$ cat config.mk
export PLATFORM = sky130hd
export DESIGN_NAME = sha1_stream_hasher_core
export DESIGN_NICKNAME = d
export VERILOG_FILES = /design/src/sha1s_pkg.sv /design/src/sha1_stream_hasher_core.sv /design/src/sha1s_window.sv /design/src/sha1s_round.sv
export SDC_FILE = /design/constraint.sdc
export NUM_CORES = 2
export LEC_CHECK = 0
export ABC_AREA = 1
export BUFFER_PORTS_ARGS = -buffer_cell sky130_fd_sc_hd__buf_4
export CELL_PAD_IN_SITES_DETAIL_PLACEMENT = 1
export CELL_PAD_IN_SITES_GLOBAL_PLACEMENT = 1
export CORE_MARGIN = 5
export CORE_UTILIZATION = 44
export CTS_CLUSTER_DIAMETER = 200
export DETAILED_ROUTE_END_ITERATION = 8
export PLACE_DENSITY_LB_ADDON = 0.08
export SLEW_MARGIN = 10
export SYNTH_ARGS = -nofsm -noshare
export SYNTH_HDL_FRONTEND = slang
export SYNTH_SLANG_ARGS = --single-unit
$ cat constraint.sdc
create_clock -name clk -period 14 [get_ports clk]
set_input_delay 2.8 -clock clk [delete_from_list [all_inputs] [get_ports clk]]
set_output_delay 2.8 -clock clk [all_outputs]
set_load 0.01 [all_outputs]
$ cat src/sha1s_pkg.sv
// sha1s_pkg: shared types, constants and round helpers for the sha-1 stream hasher
// used by sha1s_window, sha1s_round and sha1_stream_hasher_core; no dependencies
package sha1s_pkg;

    typedef logic [31:0] word_t;
    typedef logic [4:0][31:0] words5_t;

    localparam word_t K0 = 32'h5a827999;
    localparam word_t K1 = 32'h6ed9eba1;
    localparam word_t K2 = 32'h8f1bbcdc;
    localparam word_t K3 = 32'hca62c1d6;

    localparam logic [7:0] PAD_MARK = 8'h80;

    localparam logic [6:0] LAST_ROUND = 7'd79;
    localparam logic [5:0] LAST_FILL = 6'd63;
    localparam logic [5:0] LEN_START = 6'd56;
    localparam logic [2:0] LAST_INDEX = 3'd4;

    // chaining value after reset, index 0 is word a
    localparam words5_t INIT_CHAIN = {32'hc3d2e1f0, 32'h10325476, 32'h98badcfe,
                                      32'hefcdab89, 32'h67452301};

    typedef enum logic [2:0] {
        ST_IDLE,
        ST_ROUND,
        ST_FOLD,
        ST_PAD,
        ST_EMIT
    } state_t;

    typedef struct packed {
        logic       shift_byte;
        logic       shift_word;
        logic [7:0] byte_in;
    } win_ctl_t;

    typedef struct packed {
        logic load;
        logic step;
    } rnd_ctl_t;

    function automatic word_t rotl1(input word_t x);
        return {x[30:0], x[31]};
    endfunction

    function automatic word_t rotl5(input word_t x);
        return {x[26:0], x[31:27]};
    endfunction

    function automatic word_t rotl30(input word_t x);
        return {x[1:0], x[31:2]};
    endfunction

endpackage

$ cat src/sha1_stream_hasher_core.sv
// sha1_stream_hasher_core: top level of the byte-stream sha-1 hasher
// sequencer, chaining value, byte count and digest output; uses sha1s_pkg,
// sha1s_window and sha1s_round
//
// usage:
// - input channel (in_valid / in_stall) takes one beat per message byte:
//   data_byte counts only when has_byte is 1; end_of_message closes the message
// - a beat with has_byte 0 and end_of_message 0 does nothing
// - the beat that fills a 64-byte block starts a compression: the rounds,
//   then a fold into the chaining value, all through one shared round unit,
//   with in_stall high meanwhile
// - on end of message the sequencer pads one byte per cycle up to the block
//   end and compresses, once or twice (two when fewer than 9 bytes are left)
// - output channel (out_valid / out_stall) then gives five beats, word 0
//   first, last_word set on word 4; each word holds while out_stall is high
// - sustained rate is set by the round unit, as no byte is taken in a compression
// - after the fifth word is taken the chaining value, fill and length restart
// - reset clears the sequencer and loads the initial chaining value
module sha1_stream_hasher_core
    import sha1s_pkg::*;
(
    input  logic        clk,
    input  logic        rst_n,
    input  logic        in_valid,
    output logic        in_stall,
    input  logic [7:0]  data_byte,
    input  logic        has_byte,
    input  logic        end_of_message,
    output logic        out_valid,
    input  logic        out_stall,
    output logic [31:0] digest_word,
    output logic [2:0]  word_index,
    output logic        last_word
);

    state_t      state_reg, state_next;
    logic [5:0]  fill_reg, fill_next;
    logic [63:0] count_reg, count_next;
    logic [6:0]  round_reg, round_next;
    logic [2:0]  idx_reg, idx_next;
    words5_t     chain_reg, chain_next;
    logic        fin_reg, fin_next;
    logic        pad_reg, pad_next;
    logic        mark_reg, mark_next;
    logic        len_blk_reg, len_blk_next;

    win_ctl_t    win_ctl;
    rnd_ctl_t    rnd_ctl;
    word_t       w_top;
    words5_t     work;
    logic [63:0] bit_len;
    logic [7:0]  len_byte;
    logic [7:0]  pad_byte;

    sha1s_window u_window (
        .clk   (clk),
        .ctl   (win_ctl),
        .w_top (w_top)
    );

    sha1s_round u_round (
        .clk   (clk),
        .ctl   (rnd_ctl),
        .chain (chain_reg),
        .round (round_reg),
        .w     (w_top),
        .work  (work)
    );

    // length bytes go out most significant first at fill 56..63
    assign bit_len  = {count_reg[60:0], 3'b000};
    assign len_byte = bit_len[{~fill_reg[2:0], 3'b000} +: 8];
    assign pad_byte = !mark_reg ? PAD_MARK :
                      (len_blk_reg && fill_reg >= LEN_START) ? len_byte : 8'h00;

    assign in_stall    = (state_reg != ST_IDLE);
    assign out_valid   = (state_reg == ST_EMIT);
    assign digest_word = chain_reg[idx_reg];
    assign word_index  = idx_reg;
    assign last_word   = (idx_reg == LAST_INDEX);

    always_comb
    begin
        state_next   = state_reg;
        fill_next    = fill_reg;
        count_next   = count_reg;
        round_next   = round_reg;
        idx_next     = idx_reg;
        chain_next   = chain_reg;
        fin_next     = fin_reg;
        pad_next     = pad_reg;
        mark_next    = mark_reg;
        len_blk_next = len_blk_reg;
        win_ctl      = '0;
        rnd_ctl      = '0;

        case (state_reg)
            ST_IDLE:
            begin
                if (in_valid)
                begin
                    if (has_byte)
                    begin
                        win_ctl.shift_byte = 1'b1;
                        win_ctl.byte_in    = data_byte;
                        fill_next          = fill_reg + 6'd1;
                        count_next         = count_reg + 64'd1;
                        if (fill_reg == LAST_FILL)
                        begin
                            state_next   = ST_ROUND;
                            round_next   = '0;
                            rnd_ctl.load = 1'b1;
                            fin_next     = end_of_message;
                        end
                        else if (end_of_message)
                        begin
                            state_next   = ST_PAD;
                            pad_next     = 1'b1;
                            mark_next    = 1'b0;
                            len_blk_next = (fill_reg < 6'd55);
                        end
                    end
                    else if (end_of_message)
                    begin
                        state_next   = ST_PAD;
                        pad_next     = 1'b1;
                        mark_next    = 1'b0;
                        len_blk_next = (fill_reg < LEN_START);
                    end
                end
            end
            ST_ROUND:
            begin
                rnd_ctl.step       = 1'b1;
                win_ctl.shift_word = 1'b1;
                round_next         = round_reg + 7'd1;
                if (round_reg == LAST_ROUND)
                begin
                    state_next = ST_FOLD;
                end
            end
            ST_FOLD:
            begin
                for (int i = 0; i < 5; i++)
                begin
                    chain_next[i] = chain_reg[i] + work[i];
                end
                if (pad_reg)
                begin
                    if (len_blk_reg)
                    begin
                        state_next = ST_EMIT;
                        idx_next   = '0;
                    end
                    else
                    begin
                        state_next   = ST_PAD;
                        len_blk_next = 1'b1;
                    end
                end
                else if (fin_reg)
                begin
                    // block filled by the final byte: padding needs a fresh block
                    state_next   = ST_PAD;
                    pad_next     = 1'b1;
                    mark_next    = 1'b0;
                    len_blk_next = 1'b1;
                end
                else
                begin
                    state_next = ST_IDLE;
                end
            end
            ST_PAD:
            begin
                win_ctl.shift_byte = 1'b1;
                win_ctl.byte_in    = pad_byte;
                fill_next          = fill_reg + 6'd1;
                mark_next          = 1'b1;
                if (fill_reg == LAST_FILL)
                begin
                    state_next   = ST_ROUND;
                    round_next   = '0;
                    rnd_ctl.load = 1'b1;
                end
            end
            ST_EMIT:
            begin
                if (!out_stall)
                begin
                    idx_next = idx_reg + 3'd1;
                    if (idx_reg == LAST_INDEX)
                    begin
                        state_next = ST_IDLE;
                        idx_next   = '0;
                        chain_next = INIT_CHAIN;
                        fill_next  = '0;
                        count_next = '0;
                        pad_next   = 1'b0;
                        fin_next   = 1'b0;
                    end
                end
            end
            default:
            begin
                state_next = ST_IDLE;
            end
        endcase
    end

    always_ff @(posedge clk or negedge rst_n)
    begin
        if (!rst_n)
        begin
            state_reg   <= ST_IDLE;
            fill_reg    <= '0;
            count_reg   <= '0;
            round_reg   <= '0;
            idx_reg     <= '0;
            chain_reg   <= INIT_CHAIN;
            fin_reg     <= 1'b0;
            pad_reg     <= 1'b0;
            mark_reg    <= 1'b0;
            len_blk_reg <= 1'b0;
        end
        else
        begin
            state_reg   <= state_next;
            fill_reg    <= fill_next;
            count_reg   <= count_next;
            round_reg   <= round_next;
            idx_reg     <= idx_next;
            chain_reg   <= chain_next;
            fin_reg     <= fin_next;
            pad_reg     <= pad_next;
            mark_reg    <= mark_next;
            len_blk_reg <= len_blk_next;
        end
    end

endmodule

$ cat src/sha1s_window.sv
// sha1s_window: 512-bit block buffer that also serves as the rolling message schedule
// bytes shift in during buffering, expanded words shift in during rounds; uses sha1s_pkg
module sha1s_window
    import sha1s_pkg::*;
(
    input  logic     clk,
    input  win_ctl_t ctl,
    output word_t    w_top
);

    logic [511:0] win_reg;
    logic [511:0] win_next;
    word_t        w_new;

    // taps at window positions 0, 2, 8 and 13 give the word sixteen rounds ahead
    assign w_new = rotl1(win_reg[511:480] ^ win_reg[447:416] ^
                         win_reg[255:224] ^ win_reg[95:64]);
    assign w_top = win_reg[511:480];

    always_comb
    begin
        win_next = win_reg;
        if (ctl.shift_byte)
        begin
            win_next = {win_reg[503:0], ctl.byte_in};
        end
        else if (ctl.shift_word)
        begin
            win_next = {win_reg[479:0], w_new};
        end
    end

    always_ff @(posedge clk)
    begin
        win_reg <= win_next;
    end

endmodule

$ cat src/sha1s_round.sv
// sha1s_round: working variables a..e and the single shared sha-1 round unit
// one round per step; uses sha1s_pkg
module sha1s_round
    import sha1s_pkg::*;
(
    input  logic       clk,
    input  rnd_ctl_t   ctl,
    input  words5_t    chain,
    input  logic [6:0] round,
    input  word_t      w,
    output words5_t    work
);

    words5_t work_reg;
    words5_t work_next;
    word_t   f;
    word_t   k;
    word_t   tmp;

    always_comb
    begin
        if (round < 7'd20)
        begin
            f = (work_reg[1] & work_reg[2]) | (~work_reg[1] & work_reg[3]);
            k = K0;
        end
        else if (round < 7'd40)
        begin
            f = work_reg[1] ^ work_reg[2] ^ work_reg[3];
            k = K1;
        end
        else if (round < 7'd60)
        begin
            f = (work_reg[1] & work_reg[2]) | (work_reg[1] & work_reg[3]) |
                (work_reg[2] & work_reg[3]);
            k = K2;
        end
        else
        begin
            f = work_reg[1] ^ work_reg[2] ^ work_reg[3];
            k = K3;
        end
        tmp = rotl5(work_reg[0]) + f + work_reg[4] + k + w;

        work_next = work_reg;
        if (ctl.load)
        begin
            work_next = chain;
        end
        else if (ctl.step)
        begin
            work_next[4] = work_reg[3];
            work_next[3] = work_reg[2];
            work_next[2] = rotl30(work_reg[1]);
            work_next[1] = work_reg[0];
            work_next[0] = tmp;
        end
    end

    always_ff @(posedge clk)
    begin
        work_reg <= work_next;
    end

    assign work = work_reg;

endmodule

==> impl_results.rst <==
.. list-table::
   :header-rows: 1

   * - Metric
     - Value
   * - Cell area after synthesis
     - 59000 um^2
   * - Crit path capture type
     - flop
   * - Final number of setup-violating endpoints
     - 0
   * - Final-stage net count
     - 7744
   * - Post-CTS Repair Setup Buffers
     - 0
   * - Total Routing Usage GR
     - 30.6%
   * - Hold violation total from the final report
     - 0
   * - Max H-tree Level
     - 3
   * - Clock sinks
     - 916
   * - Estimated wirelength of the detail-placed design
     - 167000 um
   * - Post-synthesis share of cell area spent on full adders, half adders and majority gates
     - 8.38%
   * - Reg clk slew, reported paths
     - 0.06 ns
   * - Largest register FFs
     - 512
   * - Count of different cell masters after synthesis
     - 55
   * - Synthesized area per cell
     - 7.91 um^2
   * - Setup TNS Final
     - 0 ns
   * - Post-detailed-route DRC marker count
     - 0
   * - Final hold slack
     - 0.512 ns
   * - Total number of vias
     - 51900
   * - Proportion of netlist area held by the largest area contributor
     - 34.2%
   * - CTS Buf Count
     - 109
   * - Antenna viol nets, final
     - 0
   * - CP Max Fanout
     - 207
   * - Placement-stage cell area
     - 60500 um^2
   * - Max Freq
     - 150 MHz
   * - Routed len/inst
     - 23.9 um
   * - Antenna violations before repair
     - 5
   * - Detailed Route WL
     - 222000 um
   * - Leading cell types by count after synthesis
     - nand2_1 (2792), inv_1 (846), edfxtp_1 (672)
   * - GPL Wtd Cong
     - 0.968
   * - Area overhead of the layout relative to synthesis
     - 8.95%
   * - Final setup skew
     - 0.0506 ns
   * - Classification of the worst setup path
     - in2reg
   * - Share of the synthesized area in compound gates (AO/OA/AOI/OAI)
     - 10.3%
   * - Worst-case headroom to the max-slew limit
     - 16.3%
   * - Total core area
     - 133000 um^2
   * - Via-per-instance ratio
     - 5.60
   * - FF+latch count, synth
     - 916
   * - Clock tree from TritonCTS
     - yes
   * - Syn. warnings
     - 0
   * - Share of final-layout standard cells stronger than drive strength 1
     - 4.95%
   * - Unrepaired setup endpoints after global routing
     - no
   * - Detailed-routing iteration count for the pre-antenna-repair pass
     - 6
   * - Fin crit period
     - 6.67 ns
   * - Async set or reset register ratio after synthesis
     - 26.6%
   * - Area leader, netlist
     - edfxtp_1
   * - Max-slew violation count
     - 0
   * - Combinational family with the most area after synthesis
     - simple AND/OR/NAND/NOR gates
   * - Type of the most critical hold path
     - reg2reg
   * - Remaining Overflow, GRT
     - 0
   * - Count of routing violations after the opening detailed-route iteration
     - 4099
   * - Required time of the critical path
     - 14.48 ns
   * - Initial Utilization
     - 44.2%
   * - Actual slew at the worst max-slew pin
     - 1.26 ns
   * - Syn Inst Count
     - 7459
   * - Height of the die
     - 376 um
   * - CP Data Arrival Time
     - 7.15 ns
   * - Syn Nets
     - 7797
   * - Fraction of the mapped netlist area in simple logic gates
     - 25.7%
   * - Status
     - finished, final reports clean
   * - Final standard cell count with taps included and fillers excluded
     - 9270
   * - Main flop type after synthesis
     - edfxtp_1
   * - Skew-Pair Late Insertion Delay
     - 0.77 ns
   * - CP Launch Type
     - input port
   * - XOR/XNOR Fraction of Synth Area
     - 2.97%
   * - Most instantiated library cell after synthesis
     - nand2_1
   * - Die width
     - 376 um
   * - Multiplexer share of the synthesized area
     - 0%
   * - Number of port buffers
     - 51
   * - Die Footprint
     - 142000 um^2
   * - Finished Cell Area
     - 64300 um^2
   * - Max Root-Sink Buffers
     - 3
   * - Largest cells by area after synthesis
     - edfxtp_1 (34%), nand2_1 (18%), dfrtp_1 (7.0%)
   * - Number of enable flip-flop cells after synthesis
     - 672
   * - Number of hold-repair buffers added at the cts stage
     - 0
   * - Root buf cell
     - clkbuf_16
   * - Period utilisation layout
     - 47.6%
   * - Share of synthesized area occupied by flip-flops and latches
     - 44.7%
   * - # Max-Cap Violations
     - 0
   * - Top-Level Pins
     - 52
   * - Global-route wire length before repair
     - 330000 um
   * - Std-Cell Rows
     - 134
   * - Number of placed cells counting well taps
     - 9063
   * - Vias in the first global route
     - 53100
   * - Pin count of the biggest net entering global routing
     - 233
   * - Resized Gates After CTS
     - 0
[cells by family after synthesis]
logic type                 count (synthesis)
AOI/OAI and AO/OA                       1117
xor gates and xnor gates                 200
adders and majority gates                324
buffers and inverters                   1112
DFF                                      916
and+or+nand+nor                         3790
[worst max-delay path, cell delays in order]
cell	delay (ns)
buf_4	0.12
nand2_1	0.09
nor2_2	0.11
inv_2	0.12
nand2_8	0.40
inv_8	0.73
buf_4	0.71
buf_12	0.61
buf_4	0.84
o21ai_0	0.18
[routing by layer]
layer	wire length (um)	vias up	GRT usage [%]
met4	14500	6	16.7
met3	13000	465	5.35
met1	92600	25900	39.0
li1	-	24200	-
met5	34	-	0
met2	101000	1375	49.7
[layout make-up]
class                           count  area [um^2]
Tap cell                         1768         2210
Antenna cell                        1         2.50
Inverter                          864         3260
Fill cell                       16400        69200
Multi-Input combinational cell   5431        28000
Clock buffer                      144         2950
Clock inverter                     62          806
Sequential cell                   916        26400
Timing Repair Buffer               84          701
[worst paths after layout]
check | startpoint | end | slack [ns] | cells past startpoint
hold / removal | count_reg[26]$_DFFE_PN0P_ | count_reg[26]$_DFFE_PN0P_ | 0.51 | 2
min in group asynchronous | rst_n | chain_reg[138]$_DFFE_PN0P_ | 2.05 | 1
max in group asynchronous | rst_n | chain_reg[20]$_DFFE_PN0P_ | 10.52 | 2
hold reg to reg | count_reg[26]$_DFFE_PN0P_ | count_reg[26]$_DFFE_PN0P_ | 0.51 | 2
setup reg to reg | round_reg[4]$_DFFE_PN0P_ | u_round.work[25]$_DFFE_PP_ | 7.34 | 22
setup / recovery | has_byte | u_window.win_reg[102]$_DFFE_PP_ | 7.33 | 10
[through the flow]
| step | setup slack [ns] | util (%) |
|---|---|---|
| global route | 6.94 | 48.2 |
| finish | 7.33 | 48.2 |
| floorplan | 3.80 | - |
| detailed placement | 6.61 | 45.4 |
| global placement | 6.65 | 45.4 |
| CTS | 7.39 | 48.2 |
[layout by cell type (no fill, tap or decap), types with 78 or more instances in the layout]
master / n
nand3_1: 351
xor2_1: 87
ha_1: 205
dfrtp_1: 163
clkbuf_16: 109
nand4_1: 94
nor2_1: 433
a21oi_1: 334
dfstp_2: 80
edfxtp_1: 672
nand2_1: 2791
buf_4: 78
fa_1: 119
inv_1: 843
o21ai_0: 528
xnor2_1: 113
Power is left out: the tool's default activity adds up to more than one toggle a clock period on the data nets, which glitch-free logic cannot reach.
